--- config.mk ---
export PLATFORM = sky130hd
export DESIGN_NAME = ir_pulse_pattern_link_detector
export DESIGN_NICKNAME = d
export VERILOG_FILES = /design/src/rtl/core/irpld_pkg.sv /design/src/rtl/core/irpld_cfg.sv /design/src/rtl/core/irpld_fsm.sv /design/src/rtl/core/irpld_outbuf.sv /design/src/rtl/core/ir_pulse_pattern_link_detector.sv
export SDC_FILE = /design/constraint.sdc
export NUM_CORES = 1
export LEC_CHECK = 0
export ABC_AREA = 1
export BUFFER_PORTS_ARGS = -buffer_cell sky130_fd_sc_hd__buf_2
export CAP_MARGIN = 0
export CORE_MARGIN = 2
export CORE_UTILIZATION = 64
export DETAILED_ROUTE_END_ITERATION = 10
export GPL_TIMING_DRIVEN = 0
export PLACE_DENSITY = 0.87
export SLEW_MARGIN = 40
export SYNTH_ARGS = -nofsm -noshare
export SYNTH_HDL_FRONTEND = slang
export SYNTH_SLANG_ARGS = --single-unit
--- constraint.sdc ---
create_clock -name clk -period 8.2 [get_ports clk]
set_input_delay 0.82 -clock clk [delete_from_list [all_inputs] [get_ports clk]]
set_output_delay 0.82 -clock clk [all_outputs]
set_load 0.05 [all_outputs]
--- src/rtl/core/irpld_pkg.sv ---
// ----------------------------------------------------------------------------
// irpld_pkg
// Shared types and constants of the infrared pulse-pattern link detector.
// ----------------------------------------------------------------------------
package irpld_pkg;

	localparam int BOUND_WIDTH     = 16;
	localparam int THR_WIDTH       = 12;
	localparam int CFG_DATA_WIDTH  = 16;
	localparam int CFG_INDEX_WIDTH = 3;
	localparam int MODE_WIDTH      = 4;
	localparam int NUM_SENSORS     = 6;

	localparam logic [CFG_INDEX_WIDTH-1:0] REG_SHORT_MIN = 3'd0;
	localparam logic [CFG_INDEX_WIDTH-1:0] REG_SHORT_MAX = 3'd1;
	localparam logic [CFG_INDEX_WIDTH-1:0] REG_LONG_MIN  = 3'd2;
	localparam logic [CFG_INDEX_WIDTH-1:0] REG_LONG_MAX  = 3'd3;
	localparam logic [CFG_INDEX_WIDTH-1:0] REG_THRESHOLD = 3'd4;

	localparam logic [BOUND_WIDTH-1:0] SHORT_MIN_RESET = 16'd95;
	localparam logic [BOUND_WIDTH-1:0] SHORT_MAX_RESET = 16'd105;
	localparam logic [BOUND_WIDTH-1:0] LONG_MIN_RESET  = 16'd195;
	localparam logic [BOUND_WIDTH-1:0] LONG_MAX_RESET  = 16'd205;
	localparam logic [THR_WIDTH-1:0]   THRESHOLD_RESET = 12'd683;

	localparam logic [MODE_WIDTH-1:0] MODE_WAIT   = 4'd0;
	localparam logic [MODE_WIDTH-1:0] MODE_P1     = 4'd1;
	localparam logic [MODE_WIDTH-1:0] MODE_P2     = 4'd2;
	localparam logic [MODE_WIDTH-1:0] MODE_P3     = 4'd3;
	localparam logic [MODE_WIDTH-1:0] MODE_P4     = 4'd4;
	localparam logic [MODE_WIDTH-1:0] MODE_ASK    = 4'd5;
	localparam logic [MODE_WIDTH-1:0] MODE_ACTIVE = 4'd6;
	localparam logic [MODE_WIDTH-1:0] MODE_LOST   = 4'd7;
	localparam logic [MODE_WIDTH-1:0] MODE_D1     = 4'd8;
	localparam logic [MODE_WIDTH-1:0] MODE_D2     = 4'd9;
	localparam logic [MODE_WIDTH-1:0] MODE_D3     = 4'd10;
	localparam logic [MODE_WIDTH-1:0] MODE_D4     = 4'd11;

	typedef struct packed {
		logic [BOUND_WIDTH-1:0] short_min;
		logic [BOUND_WIDTH-1:0] short_max;
		logic [BOUND_WIDTH-1:0] long_min;
		logic [BOUND_WIDTH-1:0] long_max;
		logic [THR_WIDTH-1:0]   threshold;
	} cfg_t;

	typedef struct packed {
		logic rise;
		logic fall;
		logic confirm;
		logic reject;
	} pulse_t;

	typedef struct packed {
		logic [MODE_WIDTH-1:0] mode;
		logic                  link;
		logic                  request;
	} result_t;

endpackage

--- src/rtl/core/irpld_cfg.sv ---
// ----------------------------------------------------------------------------
// irpld_cfg
// Timing window bounds and sensor threshold registers.
// ----------------------------------------------------------------------------
module irpld_cfg #(
	parameter int SENSOR_WIDTH = 12
) (
	input  logic                                  clk,
	input  logic                                  arst_n,
	input  logic                                  cfg_we,
	input  logic [irpld_pkg::CFG_INDEX_WIDTH-1:0] cfg_index,
	input  logic [irpld_pkg::CFG_DATA_WIDTH-1:0]  cfg_wdata,
	output irpld_pkg::cfg_t                       cfg
);

	localparam logic [irpld_pkg::THR_WIDTH-1:0] THR_MASK =
		(SENSOR_WIDTH >= irpld_pkg::THR_WIDTH) ? {irpld_pkg::THR_WIDTH{1'b1}} :
		irpld_pkg::THR_WIDTH'((1 << SENSOR_WIDTH) - 1);

	irpld_pkg::cfg_t cfg_q;

	always_ff @(posedge clk or negedge arst_n) begin
		if (!arst_n) begin
			cfg_q.short_min <= irpld_pkg::SHORT_MIN_RESET;
			cfg_q.short_max <= irpld_pkg::SHORT_MAX_RESET;
			cfg_q.long_min  <= irpld_pkg::LONG_MIN_RESET;
			cfg_q.long_max  <= irpld_pkg::LONG_MAX_RESET;
			cfg_q.threshold <= irpld_pkg::THRESHOLD_RESET;
		end else if (cfg_we) begin
			case (cfg_index)
				irpld_pkg::REG_SHORT_MIN: cfg_q.short_min <= cfg_wdata;
				irpld_pkg::REG_SHORT_MAX: cfg_q.short_max <= cfg_wdata;
				irpld_pkg::REG_LONG_MIN:  cfg_q.long_min  <= cfg_wdata;
				irpld_pkg::REG_LONG_MAX:  cfg_q.long_max  <= cfg_wdata;
				irpld_pkg::REG_THRESHOLD: cfg_q.threshold <=
					cfg_wdata[irpld_pkg::THR_WIDTH-1:0] & THR_MASK;
				default: ;
			endcase
		end
	end

	assign cfg = cfg_q;

endmodule

--- src/rtl/core/irpld_fsm.sv ---
// ----------------------------------------------------------------------------
// irpld_fsm
// Pending flags, tick counter and link mode; one update per advanced item.
// ----------------------------------------------------------------------------
module irpld_fsm #(
	parameter int TICK_COUNT_WIDTH = 16,
	parameter int SENSOR_WIDTH     = 12
) (
	input  logic                                                 clk,
	input  logic                                                 arst_n,
	input  logic                                                 advance,
	input  irpld_pkg::pulse_t                                    pulses,
	input  logic [irpld_pkg::NUM_SENSORS-1:0][SENSOR_WIDTH-1:0]  sensors,
	input  irpld_pkg::cfg_t                                      cfg,
	output irpld_pkg::result_t                                   res
);

	localparam int CW  = (TICK_COUNT_WIDTH > irpld_pkg::BOUND_WIDTH) ?
		TICK_COUNT_WIDTH : irpld_pkg::BOUND_WIDTH;
	localparam int SCW = (SENSOR_WIDTH > irpld_pkg::THR_WIDTH) ?
		SENSOR_WIDTH : irpld_pkg::THR_WIDTH;

	logic [irpld_pkg::MODE_WIDTH-1:0] mode_q, mode_n;
	logic [TICK_COUNT_WIDTH-1:0]      ticks_q, ticks_n, ticks_inc;
	logic                             rise_q, fall_q, confirm_q, reject_q;
	logic                             rise_n, fall_n, confirm_n, reject_n;
	logic                             link_q, link_n, request_q, request_n;
	logic [CW-1:0]                    t_w, lo, hi;
	logic                             short_win, want_rise, below, seen, adv, tmo;
	logic                             all_low, any_high;

	always_comb begin
		all_low  = 1'b1;
		any_high = 1'b0;
		for (int i = 0; i < irpld_pkg::NUM_SENSORS; i++) begin
			if (SCW'(sensors[i]) >= SCW'(cfg.threshold)) all_low = 1'b0;
			if (SCW'(sensors[i]) > SCW'(cfg.threshold)) any_high = 1'b1;
		end
	end

	always_comb begin
		rise_n    = rise_q | pulses.rise;
		fall_n    = fall_q | pulses.fall;
		confirm_n = confirm_q | pulses.confirm;
		reject_n  = reject_q | pulses.reject;
		ticks_inc = (&ticks_q) ? ticks_q : ticks_q + TICK_COUNT_WIDTH'(1);
		ticks_n   = ticks_inc;
		mode_n    = mode_q;
		link_n    = link_q;
		request_n = request_q;

		short_win = mode_q inside {irpld_pkg::MODE_P1, irpld_pkg::MODE_P4,
			irpld_pkg::MODE_D1, irpld_pkg::MODE_D4};
		want_rise = mode_q inside {irpld_pkg::MODE_P2, irpld_pkg::MODE_P4,
			irpld_pkg::MODE_D1, irpld_pkg::MODE_D3};
		t_w   = CW'(ticks_inc);
		lo    = short_win ? CW'(cfg.short_min) : CW'(cfg.long_min);
		hi    = short_win ? CW'(cfg.short_max) : CW'(cfg.long_max);
		below = t_w < lo;
		seen  = want_rise ? rise_n : fall_n;
		adv   = !below && seen && (t_w > lo) && (t_w < hi);
		tmo   = !below && !adv && (t_w > hi);

		case (mode_q)
			irpld_pkg::MODE_P1, irpld_pkg::MODE_P2, irpld_pkg::MODE_P3,
			irpld_pkg::MODE_P4, irpld_pkg::MODE_D1, irpld_pkg::MODE_D2,
			irpld_pkg::MODE_D3, irpld_pkg::MODE_D4: begin
				if (below) begin
					rise_n = 1'b0;
					fall_n = 1'b0;
				end else if (want_rise) begin
					rise_n = 1'b0;
				end else begin
					fall_n = 1'b0;
				end
				if (adv) begin
					if (mode_q == irpld_pkg::MODE_P4) begin
						mode_n    = irpld_pkg::MODE_ASK;
						request_n = 1'b1;
					end else if (mode_q == irpld_pkg::MODE_D4) begin
						mode_n = irpld_pkg::MODE_WAIT;
						link_n = 1'b0;
					end else begin
						mode_n  = mode_q + irpld_pkg::MODE_WIDTH'(1);
						ticks_n = '0;
					end
				end else if (tmo) begin
					request_n = 1'b0;
					if (mode_q inside {irpld_pkg::MODE_P1, irpld_pkg::MODE_P2,
						irpld_pkg::MODE_P3, irpld_pkg::MODE_P4}) begin
						mode_n = irpld_pkg::MODE_WAIT;
					end else begin
						mode_n = irpld_pkg::MODE_ACTIVE;
						link_n = 1'b1;
					end
				end
			end
			irpld_pkg::MODE_ASK: begin
				confirm_n = 1'b0;
				if (confirm_q | pulses.confirm) begin
					request_n = 1'b0;
					mode_n    = irpld_pkg::MODE_ACTIVE;
					link_n    = 1'b1;
				end else begin
					reject_n = 1'b0;
					if (reject_q | pulses.reject) begin
						request_n = 1'b0;
						mode_n    = irpld_pkg::MODE_WAIT;
					end
				end
			end
			irpld_pkg::MODE_ACTIVE: begin
				fall_n = 1'b0;
				if (fall_q | pulses.fall) begin
					mode_n  = irpld_pkg::MODE_D1;
					ticks_n = '0;
				end else if (all_low) begin
					mode_n = irpld_pkg::MODE_LOST;
				end
			end
			irpld_pkg::MODE_LOST: begin
				if (any_high) begin
					request_n = 1'b0;
					mode_n    = irpld_pkg::MODE_ACTIVE;
					link_n    = 1'b1;
				end
			end
			default: begin
				rise_n = 1'b0;
				if (rise_q | pulses.rise) begin
					mode_n  = irpld_pkg::MODE_P1;
					ticks_n = '0;
				end else begin
					mode_n = irpld_pkg::MODE_WAIT;
				end
			end
		endcase
	end

	always_ff @(posedge clk or negedge arst_n) begin
		if (!arst_n) begin
			mode_q    <= irpld_pkg::MODE_WAIT;
			ticks_q   <= '0;
			rise_q    <= 1'b0;
			fall_q    <= 1'b0;
			confirm_q <= 1'b0;
			reject_q  <= 1'b0;
			link_q    <= 1'b0;
			request_q <= 1'b0;
		end else if (advance) begin
			mode_q    <= mode_n;
			ticks_q   <= ticks_n;
			rise_q    <= rise_n;
			fall_q    <= fall_n;
			confirm_q <= confirm_n;
			reject_q  <= reject_n;
			link_q    <= link_n;
			request_q <= request_n;
		end
	end

	assign res.mode    = mode_n;
	assign res.link    = link_n;
	assign res.request = request_n;

	a_link_request_excl: assert property (@(posedge clk) disable iff (!arst_n)
		!(link_q && request_q))
		else $error("link and request flags both set");

	a_request_in_ask: assert property (@(posedge clk) disable iff (!arst_n)
		request_q == (mode_q == irpld_pkg::MODE_ASK))
		else $error("request flag out of step with asking mode");

	a_link_modes: assert property (@(posedge clk) disable iff (!arst_n)
		(mode_q == irpld_pkg::MODE_ACTIVE || mode_q == irpld_pkg::MODE_LOST ||
		 mode_q == irpld_pkg::MODE_D1 || mode_q == irpld_pkg::MODE_D2 ||
		 mode_q == irpld_pkg::MODE_D3 || mode_q == irpld_pkg::MODE_D4) |-> link_q)
		else $error("link flag clear in a linked mode");

endmodule

--- src/rtl/core/irpld_outbuf.sv ---
// ----------------------------------------------------------------------------
// irpld_outbuf
// Two-entry result buffer: output register plus skid register.
// ----------------------------------------------------------------------------
module irpld_outbuf (
	input  logic               clk,
	input  logic               arst_n,
	input  logic               push,
	input  irpld_pkg::result_t d,
	output logic               room,
	output logic               out_valid,
	input  logic               out_stall,
	output irpld_pkg::result_t q
);

	logic               main_valid_q, skid_valid_q;
	irpld_pkg::result_t main_q, skid_q;
	logic               pop;

	assign pop  = main_valid_q && !out_stall;
	assign room = !skid_valid_q;

	always_ff @(posedge clk or negedge arst_n) begin
		if (!arst_n) begin
			main_valid_q <= 1'b0;
			skid_valid_q <= 1'b0;
		end else if (pop) begin
			if (skid_valid_q) begin
				skid_valid_q <= 1'b0;
			end else if (!push) begin
				main_valid_q <= 1'b0;
			end
		end else if (push) begin
			if (main_valid_q) begin
				skid_valid_q <= 1'b1;
			end else begin
				main_valid_q <= 1'b1;
			end
		end
	end

	always_ff @(posedge clk) begin
		if (pop) begin
			if (skid_valid_q) begin
				main_q <= skid_q;
			end else if (push) begin
				main_q <= d;
			end
		end else if (push) begin
			if (main_valid_q) begin
				skid_q <= d;
			end else begin
				main_q <= d;
			end
		end
	end

	assign out_valid = main_valid_q;
	assign q         = main_q;

	a_skid_behind_main: assert property (@(posedge clk) disable iff (!arst_n)
		skid_valid_q |-> main_valid_q)
		else $error("skid entry held without an output entry");

endmodule

--- src/rtl/core/ir_pulse_pattern_link_detector.sv ---
// ----------------------------------------------------------------------------
// ir_pulse_pattern_link_detector
// Infrared pulse-pattern link detector, one tick item per accepted input.
// ----------------------------------------------------------------------------
// Takes one tick item per clock cycle unless the input stalls, and returns
// one result per item: the item lands in an input register, and the state
// update (pending flags, saturating tick counter, link mode) is done from
// there into a two-entry output buffer. The input stalls only when
// both buffer entries hold results that the sink has not taken. Configuration
// writes take effect at once and are meant for times when no item is in flight.
module ir_pulse_pattern_link_detector #(
	parameter int TICK_COUNT_WIDTH = 16,
	parameter int SENSOR_WIDTH     = 12
) (
	input  logic                                  clk,
	input  logic                                  arst_n,
	input  logic                                  cfg_we,
	input  logic [irpld_pkg::CFG_INDEX_WIDTH-1:0] cfg_index,
	input  logic [irpld_pkg::CFG_DATA_WIDTH-1:0]  cfg_wdata,
	input  logic                                  in_valid,
	output logic                                  in_stall,
	input  logic                                  rising_edge,
	input  logic                                  falling_edge,
	input  logic                                  confirm_press,
	input  logic                                  reject_press,
	input  logic [SENSOR_WIDTH-1:0]               sensor_a,
	input  logic [SENSOR_WIDTH-1:0]               sensor_b,
	input  logic [SENSOR_WIDTH-1:0]               sensor_c,
	input  logic [SENSOR_WIDTH-1:0]               sensor_d,
	input  logic [SENSOR_WIDTH-1:0]               sensor_e,
	input  logic [SENSOR_WIDTH-1:0]               sensor_f,
	output logic                                  out_valid,
	input  logic                                  out_stall,
	output logic [irpld_pkg::MODE_WIDTH-1:0]      mode,
	output logic                                  link_active,
	output logic                                  request_pending
);

	irpld_pkg::cfg_t                                     cfg;
	irpld_pkg::result_t                                  res_d, res_q;
	irpld_pkg::pulse_t                                   pulses_s1;
	logic [irpld_pkg::NUM_SENSORS-1:0][SENSOR_WIDTH-1:0] sensors_s1;
	logic                                                valid_s1;
	logic                                                room, advance, accept;

	irpld_cfg #(
		.SENSOR_WIDTH(SENSOR_WIDTH)
	) u_cfg (
		.clk      (clk),
		.arst_n   (arst_n),
		.cfg_we   (cfg_we),
		.cfg_index(cfg_index),
		.cfg_wdata(cfg_wdata),
		.cfg      (cfg)
	);

	assign advance  = valid_s1 && room;
	assign in_stall = valid_s1 && !room;
	assign accept   = in_valid && !in_stall;

	always_ff @(posedge clk or negedge arst_n) begin
		if (!arst_n) begin
			valid_s1 <= 1'b0;
		end else if (accept) begin
			valid_s1 <= 1'b1;
		end else if (advance) begin
			valid_s1 <= 1'b0;
		end
	end

	always_ff @(posedge clk) begin
		if (accept) begin
			pulses_s1.rise    <= rising_edge;
			pulses_s1.fall    <= falling_edge;
			pulses_s1.confirm <= confirm_press;
			pulses_s1.reject  <= reject_press;
			sensors_s1        <= {sensor_f, sensor_e, sensor_d,
				sensor_c, sensor_b, sensor_a};
		end
	end

	irpld_fsm #(
		.TICK_COUNT_WIDTH(TICK_COUNT_WIDTH),
		.SENSOR_WIDTH    (SENSOR_WIDTH)
	) u_fsm (
		.clk    (clk),
		.arst_n (arst_n),
		.advance(advance),
		.pulses (pulses_s1),
		.sensors(sensors_s1),
		.cfg    (cfg),
		.res    (res_d)
	);

	irpld_outbuf u_outbuf (
		.clk      (clk),
		.arst_n   (arst_n),
		.push     (advance),
		.d        (res_d),
		.room     (room),
		.out_valid(out_valid),
		.out_stall(out_stall),
		.q        (res_q)
	);

	assign mode            = res_q.mode;
	assign link_active     = res_q.link;
	assign request_pending = res_q.request;

	a_stall_needs_item: assert property (@(posedge clk) disable iff (!arst_n)
		in_stall |-> (valid_s1 && out_valid))
		else $error("input stalled with nothing held downstream");

endmodule
# Word level (Yosys, flattened, before mapping)

Index checks and enable logic that the tools add are counted.

Flip-flop bits (word level): 193
Word-level logic and storage cells: 180
Memories: 0
Bits in latches: 0
Output and inout port bits: 8
Input port bits: 100
Memory bits (read-only): 0
Bits in writable memories: 0

Equal/unequal tests: 18
$lt $le $gt $ge: 16
Shifts and indexed selects: 0
Add/sub/neg operators: 2
Reduce and logical (&&, ||, !) cells: 35
Div/mod/pow operators: 0
Muxes and demuxes: 72
Bitwise logic cells: 5
Multipliers: 0

Operator list:

| kind                                                             | count |
|---|---|
| 16-bit two-way mux                                               | 8 |
| 12-bit >= comparator                                             | 6 |
| 12-bit > comparator                                              | 6 |
| 16-bit one-hot mux with 3 select lines                           | 1 |
| 1-bit two-way mux                                                | 43 |
| 4-bit two-way mux                                                | 9 |
| 16-bit > comparator                                              | 2 |
| 16-bit < comparator                                              | 2 |
| 6-bit two-way mux                                                | 5 |
| 16-bit by 1-bit adder with 16-bit output (second input constant) | 1 |
| 4-bit by 3-bit == test with 1-bit output (second input constant) | 4 |
| 4-bit == test (second input constant)                            | 4 |
| 4-bit one-hot mux with 4 select lines                            | 1 |
| 16-bit AND reduction                                             | 1 |
| 2-bit AND reduction                                              | 6 |
| 4-bit nonzero test                                               | 3 |
| 1-bit logical AND                                                | 9 |
| 3-bit AND reduction                                              | 3 |
| 4-bit by 2-bit == test with 1-bit output (second input constant) | 2 |
| 2-bit nonzero test                                               | 4 |
| 8-bit OR reduction                                               | 1 |
| 3-bit by 2-bit == test with 1-bit output (second input constant) | 2 |
| 2-bit inequality test (second input constant)                    | 3 |
| 1-bit one-hot mux with 3 select lines                            | 2 |
| 12 further kinds                                                 | 20 |

# Depth between registers and ports, before layout

Gate-level depths: netlist of the first run.

Depth after elaboration: 17
Depth in mapped cells: 28
Depth with buffers taken out: 28

# By module

Synthesis of the first run repeated with hierarchy kept, for this count alone.

Cell total of the unflattened synthesis: 1,204
Area total of the unflattened synthesis: 10,996.8 µm²

By module, submodules not included:

| module                         | cells each | times used | sequential area each (µm²) | area an instance (µm²) |
|---|---|---|---|---|
| irpld_fsm                      | 729        | 1          | 650.6                      | 4,999.8 |
| irpld_cfg                      | 340        | 1          | 1,933.1                    | 3,074.2 |
| ir_pulse_pattern_link_detector | 85         | 1          | 2,307.2                    | 2,347.3 |
| irpld_outbuf                   | 50         | 1          | 410.4                      | 575.6 |

# Least setup slack after synthesis of the first run

No wires, ideal clock.

Kind: input to register
Start: in in_valid
End: reg pulses_s1[0] in the netlist's numbering, enable pin
Buffers on the path: 0
Setup time: 511 ps
Setup slack: 3,669 ps
Stages on the path: 2
Required time: 7,689 ps
Data arrival time: 4,020 ps
Cells stage by stage: inv_1 -> nor2_1

Longest elaborated chain between the ends: 1

RTL lines:

| what               | RTL line                             | text |
|---|---|---|
| start: declaration | ir_pulse_pattern_link_detector.sv:20 | `input logic in_valid,` |
| 1-bit logical AND  | ir_pulse_pattern_link_detector.sv:59 | `assign accept = in_valid && !in_stall;` |
| named net accept   | ir_pulse_pattern_link_detector.sv:44 | `logic room, advance, accept;` |
| end: declaration   | ir_pulse_pattern_link_detector.sv:41 | `irpld_pkg::pulse_t pulses_s1;` |

The timed path passes the listed nets, and every way through them passes these cells.
A chain may end at the register's enable or synchronous reset.

# Final worst setup path of the first run

Start: reg u_fsm.mode_q[1] in the netlist's numbering
End: reg u_outbuf.main_q, in the netlist u_outbuf.q[4], data pin

Longest elaborated chain between the ends: 17
Elaborated cells between the ends (all ways): 41
Those cells by class: add/sub: 1; order compare: 4; eq/ne: 11; mux: 14; reduce/logical: 11

RTL lines:

| what                                                             | RTL line                                          | text |
|---|---|---|
| start: declaration                                               | irpld_fsm.sv:23                                   | `logic [irpld_pkg::MODE_WIDTH-1:0] mode_q, mode_n;` |
| start signal: assignment                                         | irpld_fsm.sv:142                                  | `mode_q <= irpld_pkg::MODE_WAIT;` |
| start signal: assignment                                         | irpld_fsm.sv:151                                  | `mode_q <= mode_n;` |
| 4-bit by 1-bit == test with 1-bit output (tied with other cells) | irpld_fsm.sv:52, irpld_fsm.sv:64, irpld_fsm.sv:89 |  |
| 4-bit nonzero test                                               | irpld_fsm.sv:52                                   | `short_win = mode_q inside {irpld_pkg::MODE_P1, irpld_pkg::MODE_P4,` |
| 16-bit two-way mux                                               | irpld_fsm.sv:57                                   | `lo = short_win ? CW'(cfg.short_min) : CW'(cfg.long_min);` |
| 16-bit < comparator                                              | irpld_fsm.sv:59                                   | `below = t_w < lo;` |
| 1-bit logical NOT                                                | irpld_fsm.sv:61, irpld_fsm.sv:62                  |  |
| 1-bit logical AND (3 in a row)                                   | irpld_fsm.sv:61                                   | `adv = !below && seen && (t_w > lo) && (t_w < hi);` |
| 1-bit logical NOT                                                | irpld_fsm.sv:62                                   | `tmo = !below && !adv && (t_w > hi);` |
| 1-bit logical AND (2 in a row)                                   | irpld_fsm.sv:62                                   |  |
| 4-bit two-way mux                                                | irpld_fsm.sv:87                                   | `end else if (tmo) begin` |
| 4-bit two-way mux                                                | irpld_fsm.sv:76                                   | `if (adv) begin` |
| 4-bit one-hot mux with 4 select lines *                          | irpld_fsm.sv:64                                   | `case (mode_q)` |
| 6-bit two-way mux (on tied branches)                             | irpld_outbuf.sv:50, irpld_outbuf.sv:46            |  |
| 6-bit two-way mux (on tied branches)                             | irpld_outbuf.sv:49, irpld_outbuf.sv:44            |  |
| 6-bit two-way mux *                                              | irpld_outbuf.sv:43                                | `if (pop) begin` |
| end signal: assignment                                           | irpld_outbuf.sv:45                                | `main_q <= skid_q;` |
| end: declaration                                                 | irpld_outbuf.sv:17                                | `irpld_pkg::result_t main_q, skid_q;` |

Every way passes the cells marked *; elsewhere a longest branch is shown, timed or not. The select of a mux whose other input is x is not followed.

==> summary.md, run 1 <==
| Metric | Value |
|---|---|
| Outcome | finished clean |
| Average size of a mapped cell | 9.535 µm² |
| Worst Hold Class | in2async |
| Via count | 8712 |
| Post-Synth XOR/XNOR Area | 1.062% |
| Post-synthesis adder-cell area fraction | 12.37% |
| Post-DR wirelength/cell | 17.25 µm |
| Beginning of the critical path | u_fsm.mode_q[1]$_DFFE_PN0P_ |
| RSZ-0062 raised after global routing | no |
| Antenna violations before repair | 2 |
| Layout cell share with drive strength beyond 1 | 18.45% |
| # port buffers | 107 |
| Main combinational cell family by area after synthesis | simple AND/OR/NAND/NOR gates |
| Mux contribution to synthesized area | 2.522% |
| Slew headroom | 45.24% |
| Synth-to-layout area growth | 14.03% |
| DR iter-0 viols | 886 |
| Post-synthesis cell type count | 47 |
| Rows | 47 |
| Ratio of final minimum period to clock period | 59.42% |
| Placer Congestion | 0.9289 |
| Internal power | 2.173 mW |
| Core area | 16470 µm² |
| Pwr/cell area | 297.6 nW/µm² |
| Clock root buffer | clkbuf_16 |
| Critical path class | reg2reg |
| Crit path DAT | 5.07 ns |
| Hold_buf cts | 0 |
| Top post-synthesis cells by count | nand2_1, inv_1, ha_1 |
| Switching Fraction | 40.25% |
| Startpoint type of the worst setup path | register |
| Gate power share | 41.4% |
| Die area | 17800 µm² |
| Clock skew | 0.01001 ns |
| Post_cts resized | 0 |
| Crit path required time | 8.40 ns |
| Synth Area in Compound Gates | 8.954% |
| Hpwl dp | 19110 µm |
| Final WL | 25700 µm |
| Fmax | 205.2 MHz |
| Remaining DRCs | 0 |
| Main synth FF type | edfxtp_1 |
| Clock sinks | 193 |
| CP bufs+invs | 5 |
| Leakage power | 5.870 nW |
| Hold Violations, Final | 0 |
| First-pass GRT wire length | 42480 µm |
| Flops & latches, synth | 193 |
| Post-CTS Setup Bufs | 0 |
| Max stage delay on crit path | 0.60 ns |
| CTS Buf Count | 17 |
| Delay-heaviest family, CP | simple AND/OR/NAND/NOR gates |
| Simple-gate share of the synthesized area | 20.49% |
| CTS tree | built |
| Top cells by area, synth | edfxtp_1, dfrtp_1, ha_1 |
| Overflow after GRT | 0 |
| YS warnings | 0 |
| Die height | 133.4 µm |
| Starting density of the core | 65.09% |
| Die W | 133.4 µm |
| Post-synthesis sequential area ratio | 49.46% |
| Vias in the first global route | 8512 |
| Clock-pin slew on the worst setup and hold paths | 0.07 ns |
| Sw Pwr | 1.464 mW |
| Worst Tran Pin Value | 0.8214 ns |
| Placed Area | 11660 µm² |
| Finished Cell Area | 12220 µm² |
| Max clock buf depth | 2 |
| 1st-pass router iterations | 6 |
| H-Tree Depth | 4 |
| Final ANT Viol Nets | 0 |
| R2R Path Start | u_fsm.mode_q[1]$_DFFE_PN0P_ |
| CP Cell Sequence | inv_1 > ha_1 > nand3_2 > nand2_4 > inv_6 > nand2_8 > clkbuf_1 > buf_2 > mux2i_1 > ha_1 > a21oi_1 > nor2_1 > a211oi_1 > nand3_4 > nand4_1 > nand3_1 > nand2_1 > nand3_1 > nand2_1 > inv_1 |
| Area fraction of the dominant cell type after synthesis | 24.66% |
| Setup_tns | 0 ns |
| Final #Nets | 1461 |
| Final setup violation count | 0 |
| Clock Power Share | 22.1% |
| Worst-path maximum fanout | 10 |
| Crit path capture type | register |
| Worst vdd ir | 208.0 µV |
| Post-synth EDFFs | 88 |
| Synth area leader | edfxtp_1 |
| Max Cap Viol | 0 |
| Reg power frac | 36.4% |
| Synth Instances | 1124 |
| Routed vias/inst | 5.847 |
| Post-synth ARST share | 54.40% |
| GRT Overall Usage | 30.39% |
| Post-Syn Area | 10720 µm² |
| Final Max Tran Viols | 0 |
| Count leader, synth | nand2_1 |
| Top-level I/O count | 108 |
| Mapped Nets | 1330 |
| Final min period | 4.873 ns |
| Largest net degree at the start of global routing | 56 |
| Crit-path slowest cell | clkbuf_1 |
| Clk Latency, worst-skew pair | 0.44 ns |
-- worst register-to-register path, cell delays in order (launching register included) --
cell      delay, ns
dfrtp_1        0.47
inv_1          0.16
ha_1           0.26
nand3_2        0.21
nand2_4        0.15
inv_6          0.05
nand2_8        0.08
clkbuf_1       0.60
buf_2          0.45
mux2i_1        0.35
ha_1           0.30
a21oi_1        0.13
nor2_1         0.05
a211oi_1       0.48
nand3_4        0.25
nand4_1        0.24
nand3_1        0.11
nand2_1        0.09
nand3_1        0.07
nand2_1        0.09
inv_1          0.04
-- worst paths after layout --
check | slack [ns] | cells after the start | end
max in group asynchronous | 7.25 | 2 | u_cfg.cfg[9]$_DFFE_PN1P_
min reg2reg | 0.49 | 2 | u_cfg.cfg[57]$_DFFE_PN0P_
min | 0.30 | 1 | u_cfg.cfg[41]$_DFFE_PN0P_
min in group clk | 0.49 | 2 | u_cfg.cfg[57]$_DFFE_PN0P_
max reg2reg | 3.33 | 20 | u_outbuf.q[4]$_DFFE_PP_
max | 3.33 | 20 | u_outbuf.q[4]$_DFFE_PP_
-- power by group through the flow --
stage                     Sequential (mW)  Clock (mW)  Combinational, mW
after CTS                            1.32       0.807               1.49
after floorplan                      1.38           0               1.02
final                                1.33       0.805               1.51
after detailed placement             1.34           0               1.47
after global routing                 1.34       0.843               1.68
after global placement               1.34           0               1.37
-- state kept, by name, summed over array words and instances, names as in the netlist, 4 cells and up --
name             flops
u_fsm.mode_q         4
u_cfg.cfg           76
u_fsm.ticks_q       16
sensors_s1          72
u_outbuf.skid_q      6
u_outbuf.q           6
pulses_s1            4
-- routing by layer --
| layer | share of wire (%) | track usage (%) |
|---|---|---|
| met1 | 41 | 40.89 |
| met2 | 48 | 49.14 |
| met3 | 7.3 | 6.126 |
| met4 | 3.0 | 11.64 |
| met5 | 0 | 0 |
-- placed cells by master, fill, tap and decap left out, types with 4 or more instances in the layout --
cell type	count
nand3b_1	5
ha_1	106
nand3_1	42
a21oi_1	55
nand2_2	16
dfrtp_1	80
inv_2	6
inv_6	6
nand2_4	4
clkbuf_16	17
xor2_1	10
nor2_2	5
mux2i_1	27
buf_2	107
o211ai_1	7
nor2_1	53
dfstp_2	25
inv_1	110
nor2_4	5
nand4_1	19
nor3_1	12
edfxtp_1	88
nand3_2	15
clkbuf_1	20
nand2_1	280
o21ai_0	96
-- cell type report --
class,instances,area (µm²)
antenna,2,5.005
buffer,23,106.4
clock buffer,18,429.2
clock inverter,14,128.9
fill,1118,4244
inverter,117,444.2
multi-input combinational,791,4873
sequential,193,5301
tap,220,275.3
timing repair buffer,112,658.1
-- cells by family (layout without fill, tap and decap cells) --
logic type / after synthesis / count (layout)
AO/OA/AOI/OAI: 176 / 176
adder cells (fa/ha/maj): 106 / 106
other: 0 / 2
AND/OR/NAND/NOR: 469 / 469
XOR/XNOR: 13 / 13
multiplexers: 27 / 27
buffers and inverters: 140 / 284
flip-flops: 193 / 193
-- per-stage QoR --
stage	total power, mW	util [%]	cells	hold WS (ns)	setup WS [ns]
2_1_floorplan	2.401	-	1124	0.4444	3.669
3_3_place_gp	2.715	70.02	1451	0.4609	2.425
3_5_place_dp	2.810	70.81	1456	0.4726	3.392
4_1_cts	3.620	74.19	1488	0.3048	3.366
5_1_grt	3.866	74.22	1490	0.3257	2.916
6_report	3.637	74.22	1490	0.2952	3.327
No activity file was read; power rests on OpenSTA's default activity.
==> inputs of run 2 (changes only) <==
Settings changed: ABC_AREA 1 to 0, CORE_UTILIZATION 64 to 54, PLACE_DENSITY 0.87 to 0.78.
Clock period 8.2 ns to 4.2 ns, I/O delays scaled along.
==> summary.md, run 2 <==
| Metric | Value |
|---|---|
| Routed vias/inst | 5.896 (+0.84%) |
| Worst vdd ir | 313.6 µV (+51%) |
| DR iter-0 viols | 736 (-17%) |
| Ratio of final minimum period to clock period | 101.8% (+42 points) |
| Synth-to-layout area growth | 20.45% |
| # port buffers | 107 (unchanged) |
| Crit path capture type | register |
| Total design power | 7.250 mW (+99%) |
| R2R Path Start | u_fsm.mode_q[0]$_DFFE_PN0P_ |
| Layout fillers | 1458 (+30%) |
| Crit Reg-Reg Endpoint | u_outbuf.q[1]$_DFFE_PP_ |
| Met1 usage in global routing | 34.57% (-6.3 points) |
| Starting density of the core | 55.44% (-9.6 points) |
| Most frequent cells in the layout | buf_2, ha_1, edfxtp_1 |
| Final #Nets | 1250 (-14%) |
| Hpwl dp | 17320 µm (-9.3%) |
| Final Util | 66.78% (-7.4 points) |
| Largest net degree at the start of global routing | 55 (-1.8%) |
| CP Cell Sequence | inv_4 > ha_4 > nand2b_4 > a221oi_4 > buf_6 > buf_8 > clkbuf_16 > mux2i_4 > ha_4 > and4_4 > and3_4 > and2_4 > a2111oi_4 > and3_4 > nand4_4 > o311ai_4 > o2111ai_2 > mux2_4 |
| Max reg flops | 76 (unchanged) |
| WHS | 0.1536 ns (-0.1416 ns) |
| Die W | 143.3 µm (+7.4%) |
| R2R depth | 18 (-10%) |
| Count of non-filler cells in the finished layout | 1321 (-11%) |
| Worst Hold Class | in2reg |
| Final min period | 4.275 ns (-0.5975 ns) |
| Max clock buf depth | 2 (unchanged) |
| Clock root buffer | clkbuf_16 |
| Most common cell after layout, fill and taps aside | buf_2 |
| Clock-pin slew on the worst setup and hold paths | 0.07 ns (about the same) |
| Crit path required time | 4.39 ns (-4.01 ns) |
| Startpoint type of the worst setup path | register |
| GR Util met3 | 4.292% (-1.8 points) |
| CTS Buf Count | 17 (unchanged) |
| YS warnings | 0 (unchanged) |
| Placer Congestion | 0.9386 (+1.0%) |
| Antenna violations before repair | 4 (+2) |
| Outcome | complete, but fails checks |
| Remaining DRCs | 0 (unchanged) |
| Pwr/cell area | 574.6 nW/µm² (+93%) |
| Average size of a mapped cell | 11.81 µm² (+24%) |
| Core area | 18890 µm² (+15%) |
| PnR worst setup slack | -0.07537 ns (-3.403 ns) |
| Rows | 50 (+6.4%) |
| Post-synthesis sequential area ratio | 50.61% (+1.1 points) |
| Final WL | 24220 µm (-5.8%) |
| Crit path capture | u_outbuf.q[1]$_DFFE_PP_ |
| Crit-path slowest cell | dfrtp_2 |
| Die height | 143.3 µm (+7.4%) |
| Critical path class | reg2reg |
| Die area | 20530 µm² (+15%) |
| RSZ-0062 raised after global routing | yes |
| Top post-synthesis cells by count | ha_1, edfxtp_1, dfrtp_1 |
| Via count | 7789 (-11%) |
| Reg-to-reg slack, setup | -0.08 ns (-3.40 ns) |
| Top cells by area, synth | edfxtp_1, dfrtp_1, ha_1 |
| Post-Syn Area | 10480 µm² (-2.3%) |
| # placed instances | 1259 (-14%) |
| Flops & latches, synth | 193 (unchanged) |
| Count leader, synth | ha_1 |
| First-pass GRT wire length | 39620 µm (-6.7%) |
| Main synth FF type | edfxtp_1 |
| GRT Overall Usage | 24.86% (-5.5 points) |
| H-Tree Depth | 4 (unchanged) |
| Crit path DAT | 4.46 ns (-0.61 ns) |
| FF+latch area | 5304 µm² (about the same) |
| Clk Latency, worst-skew pair | 0.44 ns (about the same) |
| Final ANT Viol Nets | 0 (unchanged) |
| Post-synth ARST share | 54.40% (unchanged) |
| Post-synth EDFFs | 88 (unchanged) |
| Max stage delay on crit path | 0.48 ns (-0.12 ns) |
| Post-DR wirelength/cell | 18.33 µm (+6.3%) |
| Setup_tns | -0.4392 ns (-0.4392 ns) |
| Met2 usage | 39.54% (-9.6 points) |
| Worst-path maximum fanout | 8 (-2) |
| Multi-input logic area | 5255 µm² (+7.8%) |
| Vias in the first global route | 7733 (-9.2%) |
| Clock sinks | 193 (unchanged) |
| CTS tree | built |
| Beginning of the critical path | u_fsm.mode_q[0]$_DFFE_PN0P_ |
| Final Max Tran Viols | 0 (unchanged) |
| Final setup violation count | 12 (+12) |
| Top-level I/O count | 108 (unchanged) |
| Mapped Nets | 1093 (-18%) |
| Post-synthesis cell type count | 63 (+34%) |
| Gr busiest metal | met2 |
| Hold Violations, Final | 0 (unchanged) |
| Synth area leader | edfxtp_1 |
| 1st-pass router iterations | 7 (+1) |
| Slew headroom | 48.64% (+3.4 points) |
| Leakage power | 5.483 nW (-6.6%) |
| Clock skew | 0.007847 ns (-0.002163 ns) |
| Synth Instances | 887 (-21%) |
| Layout cell share with drive strength beyond 1 | 30.27% (+12 points) |
| Max Cap Viol | 0 (unchanged) |
| Overflow after GRT | 0 (unchanged) |
| Area fraction of the dominant cell type after synthesis | 25.23% (+0.57 points) |
| Worst Tran Pin Value | 0.7653 ns (-0.05615 ns) |
| Fmax | 233.9 MHz (+14%) |
| Failing checks | setup timing |
==> run 2: cell count changes after synthesis, sizes merged, moves of 12 or more <==
cell / change
inv: -89
and3: +12
nor2: -19
mux2: +70
nand2: -237
nand3: -29
o21ai: -65
a21o: +15
==> run 2: worst max-delay path, delay by kind of cell (launching register included) <==
| kind | cells | cell delay [ns] |
|---|---|---|
| fa+ha+maj | 2 | 0.41 |
| flops | 1 | 0.48 |
| mux | 2 | 0.56 |
| buf+inv | 4 | 0.52 |
| simple gates | 6 | 1.02 |
| compound gates | 4 | 1.03 |
==> run 2: logic make-up (layout without fill, tap and decap cells) <==
group           after synthesis  in the layout  synth area share [%]
simple gates                248            248                 12.17
flops                       193            193                 50.61
compound gates              176            176                 11.19
fa+ha+maj                   107            107                 12.76
mux                         101            101                 10.52
buf+inv                      52            222                 1.911
xor+xnor                     10             10                0.8361
other cells                   0              4                     0
==> run 2: worst min path at each step <==
stage | from | to | cells past startpoint
final | sensor_c[7] | sensors_s1[31]$_DFFE_PP_ | 1
after global routing | sensor_d[1] | sensors_s1[37]$_DFFE_PP_ | 1
after CTS | sensor_c[7] | sensors_s1[31]$_DFFE_PP_ | 1
after detailed placement | arst_n | u_fsm.request_q$_DFFE_PN0P_ | 1
after global placement | u_fsm.fall_q$_DFFE_PN0P_ | u_fsm.fall_q$_DFFE_PN0P_ | 2
after floorplan | arst_n | u_cfg.cfg[10]$_DFFE_PN0P_ | 0
==> run 2: per-stage QoR <==
step	worst slack, ns	area [µm²]
global route	-0.2186	12620
floorplan	0.01929	10550
detailed placement	-0.8716	11540
global placement	-0.8284	11410
finish	-0.07537	12620
CTS	-0.02693	12510
==> run 2: repair_timing <==
item	CTS	global route
resized for setup	42	16
hold buffers	1	0
pin swaps	13	11
setup buffers	22	5
endpoints found under the hold margin	32	0
endpoints found under the setup margin	35	34
==> run 2: power by group <==
part           switching [mW]  leakage (nW)  internal [mW]
Sequential              0.205          2.08           2.45
Combinational            1.68          3.12           1.32
Clock                   0.758         0.283          0.838
Total                    2.65          5.48           4.60
==> run 2: layout make-up <==
type                       instances  area share [%]
multi-input combinational        642           41.65
antenna                            4         0.07933
clock inverter                    15           1.180
clock buffer                      17           3.372
tap                              260           2.578
timing repair buffer             140           7.031
buffer                            22           1.200
sequential                       193           42.04
inverter                          28          0.8727
==> run 2: per-layer routing <==
layer	vias up	routed length, µm
li1	3696	-
met1	3743	10700
met2	299	11570
met3	51	1351
met4	0	597
met5	-	0
==> inputs of run 3 (changes only) <==
Settings changed: CORE_UTILIZATION 54 to 45, PLACE_DENSITY 0.78 to 0.67.
==> summary.md, run 3 (same netlist as run 2, synthesis figures left out) <==
| Metric | Value |
|---|---|
| 1st-pass router iterations | 5 (-2) |
| Vias in the first global route | 7279 (-5.9%) |
| Max reg flops | 76 (unchanged) |
| Final Max Tran Viols | 0 (unchanged) |
| Delay-heaviest family, CP | compound AO/OA/AOI/OAI gates |
| Hold Crit Depth | 1 (unchanged) |
| H-Tree Depth | 4 (unchanged) |
| Final WL | 23820 µm (-1.7%) |
| Worst Hold Class | in2reg |
| Max stage delay on crit path | 0.51 ns (+0.03 ns) |
| CTS tree | built |
| Worst-path maximum fanout | 6 (-2) |
| Core area | 22780 µm² (+21%) |
| Die area | 24510 µm² (+19%) |
| Most frequent cell on the critical path | and3_4 |
| Most frequent cells in the layout | buf_2, ha_1, edfxtp_1 |
| Crit path required time | 4.53 ns (+0.14 ns) |
| Ratio of final minimum period to clock period | 100.5% (-1.3 points) |
| Max clock buf depth | 2 (unchanged) |
| Remaining DRCs | 0 (unchanged) |
| Clk Latency, worst-skew pair | 0.44 ns (about the same) |
| Largest net degree at the start of global routing | 77 (+40%) |
| R2R depth | 19 (+1) |
| Placer Congestion | 0.9160 (-2.4%) |
| Post-DR wirelength/cell | 17.44 µm (-4.9%) |
| Final #Nets | 1246 (-0.32%) |
| Slew headroom | 44.77% (-3.9 points) |
| Final setup violation count | 2 (-10) |
| Leakage power | 5.446 nW (-0.66%) |
| Failing checks | setup timing |
| Wire length on met1 | 11410 µm (+6.7%) |
| Outcome | complete, but fails checks |
| Starting density of the core | 45.99% (-9.5 points) |
| Clock root buffer | clkbuf_16 |
| CP bufs+invs | 5 (+1) |
| Uppermost layer routed | met4 |
| Hpwl dp | 17290 µm (-0.17%) |
| Routed vias/inst | 5.531 (-6.2%) |
| Clock-pin slew on the worst setup and hold paths | 0.08 ns (about the same) |
| Most common cell after layout, fill and taps aside | buf_2 |
| Final min period | 4.221 ns (-0.05403 ns) |
| CP Cell Sequence | inv_4 > ha_4 > nor2_2 > a221oi_4 > buf_6 > buf_8 > clkbuf_16 > mux2i_2 > ha_1 > and4_4 > and3_4 > and2_4 > a2111oi_4 > and3_4 > nand4_4 > o41ai_4 > buf_4 > a21oi_1 > a21o_1 |
| Layout cell share with drive strength beyond 1 | 31.08% (+0.81 points) |
| Max Cap Viol | 0 (unchanged) |
| Final Util | 55.65% (-11 points) |
| Hold Violations, Final | 0 (unchanged) |
| Routed wl met3 | 1133 µm (-16%) |
| Die W | 156.6 µm (+9.3%) |
| Total design power | 7.144 mW (-1.5%) |
| Crit path DAT | 4.55 ns (+0.09 ns) |
| Clock sinks | 193 (unchanged) |
| DR iter-0 viols | 527 (-28%) |
| CTS Buf Count | 17 (unchanged) |
| WHS | 0.1511 ns (-0.002524 ns) |
| Top-level I/O count | 108 (unchanged) |
| Worst vdd ir | 329.0 µV (+4.9%) |
| GRT Overall Usage | 20.11% (-4.8 points) |
| # port buffers | 107 (unchanged) |
| DR WL met2 | 10870 µm (-6.1%) |
| Final ANT Viol Nets | 0 (unchanged) |
| Overflow after GRT | 0 (unchanged) |
| Crit-path slowest cell | o41ai_4 |
| WP depth | 19 (+1) |
| Critical path class | reg2reg |
| Die height | 156.6 µm (+9.3%) |
| Clock skew | 0.01635 ns (+0.008501 ns) |
| RSZ-0062 raised after global routing | yes |
| Via count | 7556 (-3.0%) |
| Fmax | 236.9 MHz (+1.3%) |
| PnR worst setup slack | -0.02134 ns (+0.05403 ns) |
| Rows | 55 (+10%) |
| Worst Tran Pin Value | 0.8229 ns (+0.05759 ns) |
| Synth-to-layout area growth | 21.01% |
| Startpoint type of the worst setup path | register |
| Crit path capture type | register |
| Setup_tns | -0.04246 ns (+0.3967 ns) |
| First-pass GRT wire length | 38120 µm (-3.8%) |
| Reg-to-reg slack, setup | -0.02 ns (+0.05 ns) |
| Antenna violations before repair | 1 (-3) |
| Pwr/cell area | 563.6 nW/µm² (-1.9%) |
[run 3: cell types whose count changed in the layout (fill, tap and decap cells not counted), sizes merged]
cell	change
clkinvlp	+5
bufinv	-1
clkinv	-3
diode	-3
buf	-4
clkbuf	+1
inv	-3
[run 3: report_power, final]
group	internal, mW	switching, mW
sequential	2.45	0.200
clock	0.767	0.752
combinational	1.32	1.66
total	4.53	2.61
[run 3: cell type report]
type                    instances  area (µm²)
clock buffers                  18       429.2
inverters                      28       110.1
diodes                          1       2.502
plain buffers                  21       137.6
flip-flops and latches        193        5305
multi-input cells             642        5318
clock inverters                13       107.6
well taps                     313       391.6
fillers                      1945       10100
repair buffers                137       874.6
[run 3: timing repair]
item	CTS	global route
cloned	1	0
setup endpoints to repair	35	34
pin swaps	13	18
gates resized for setup	38	34
hold endpoints to repair	28	0
hold buffers	1	0
setup buffers	13	10
[run 3: worst paths after layout]
check	from	end
max	u_fsm.mode_q[1]$_DFFE_PN0P_	u_fsm.ticks_q[3]$_DFFE_PN0P_
min	sensor_e[1]	sensors_s1[49]$_DFFE_PP_
max reg2reg	u_fsm.mode_q[1]$_DFFE_PN0P_	u_fsm.ticks_q[3]$_DFFE_PN0P_
min reg2reg	u_fsm.fall_q$_DFFE_PN0P_	u_fsm.fall_q$_DFFE_PN0P_
max in group asynchronous	arst_n	u_cfg.cfg[7]$_DFFE_PN1P_
min in group asynchronous	arst_n	u_cfg.cfg[58]$_DFFE_PN0P_
[run 3: metrics by stage]
stage	std cells	instance area [µm²]	worst slack, ns
after global placement	1307	11470	-0.8466
after CTS	1357	12450	-0.05702
after floorplan	887	10550	0.01929
after global routing	1366	12680	-0.1920
after detailed placement	1312	11600	-0.8905
final	1366	12680	-0.02134
[run 3: metal layers]
metal | vias to the layer above | GRT usage, %
li1 | 3670 | -
met1 | 3661 | 28.94
met2 | 199 | 31.42
met3 | 26 | 3.489
met4 | 0 | 5.636
met5 | - | 0
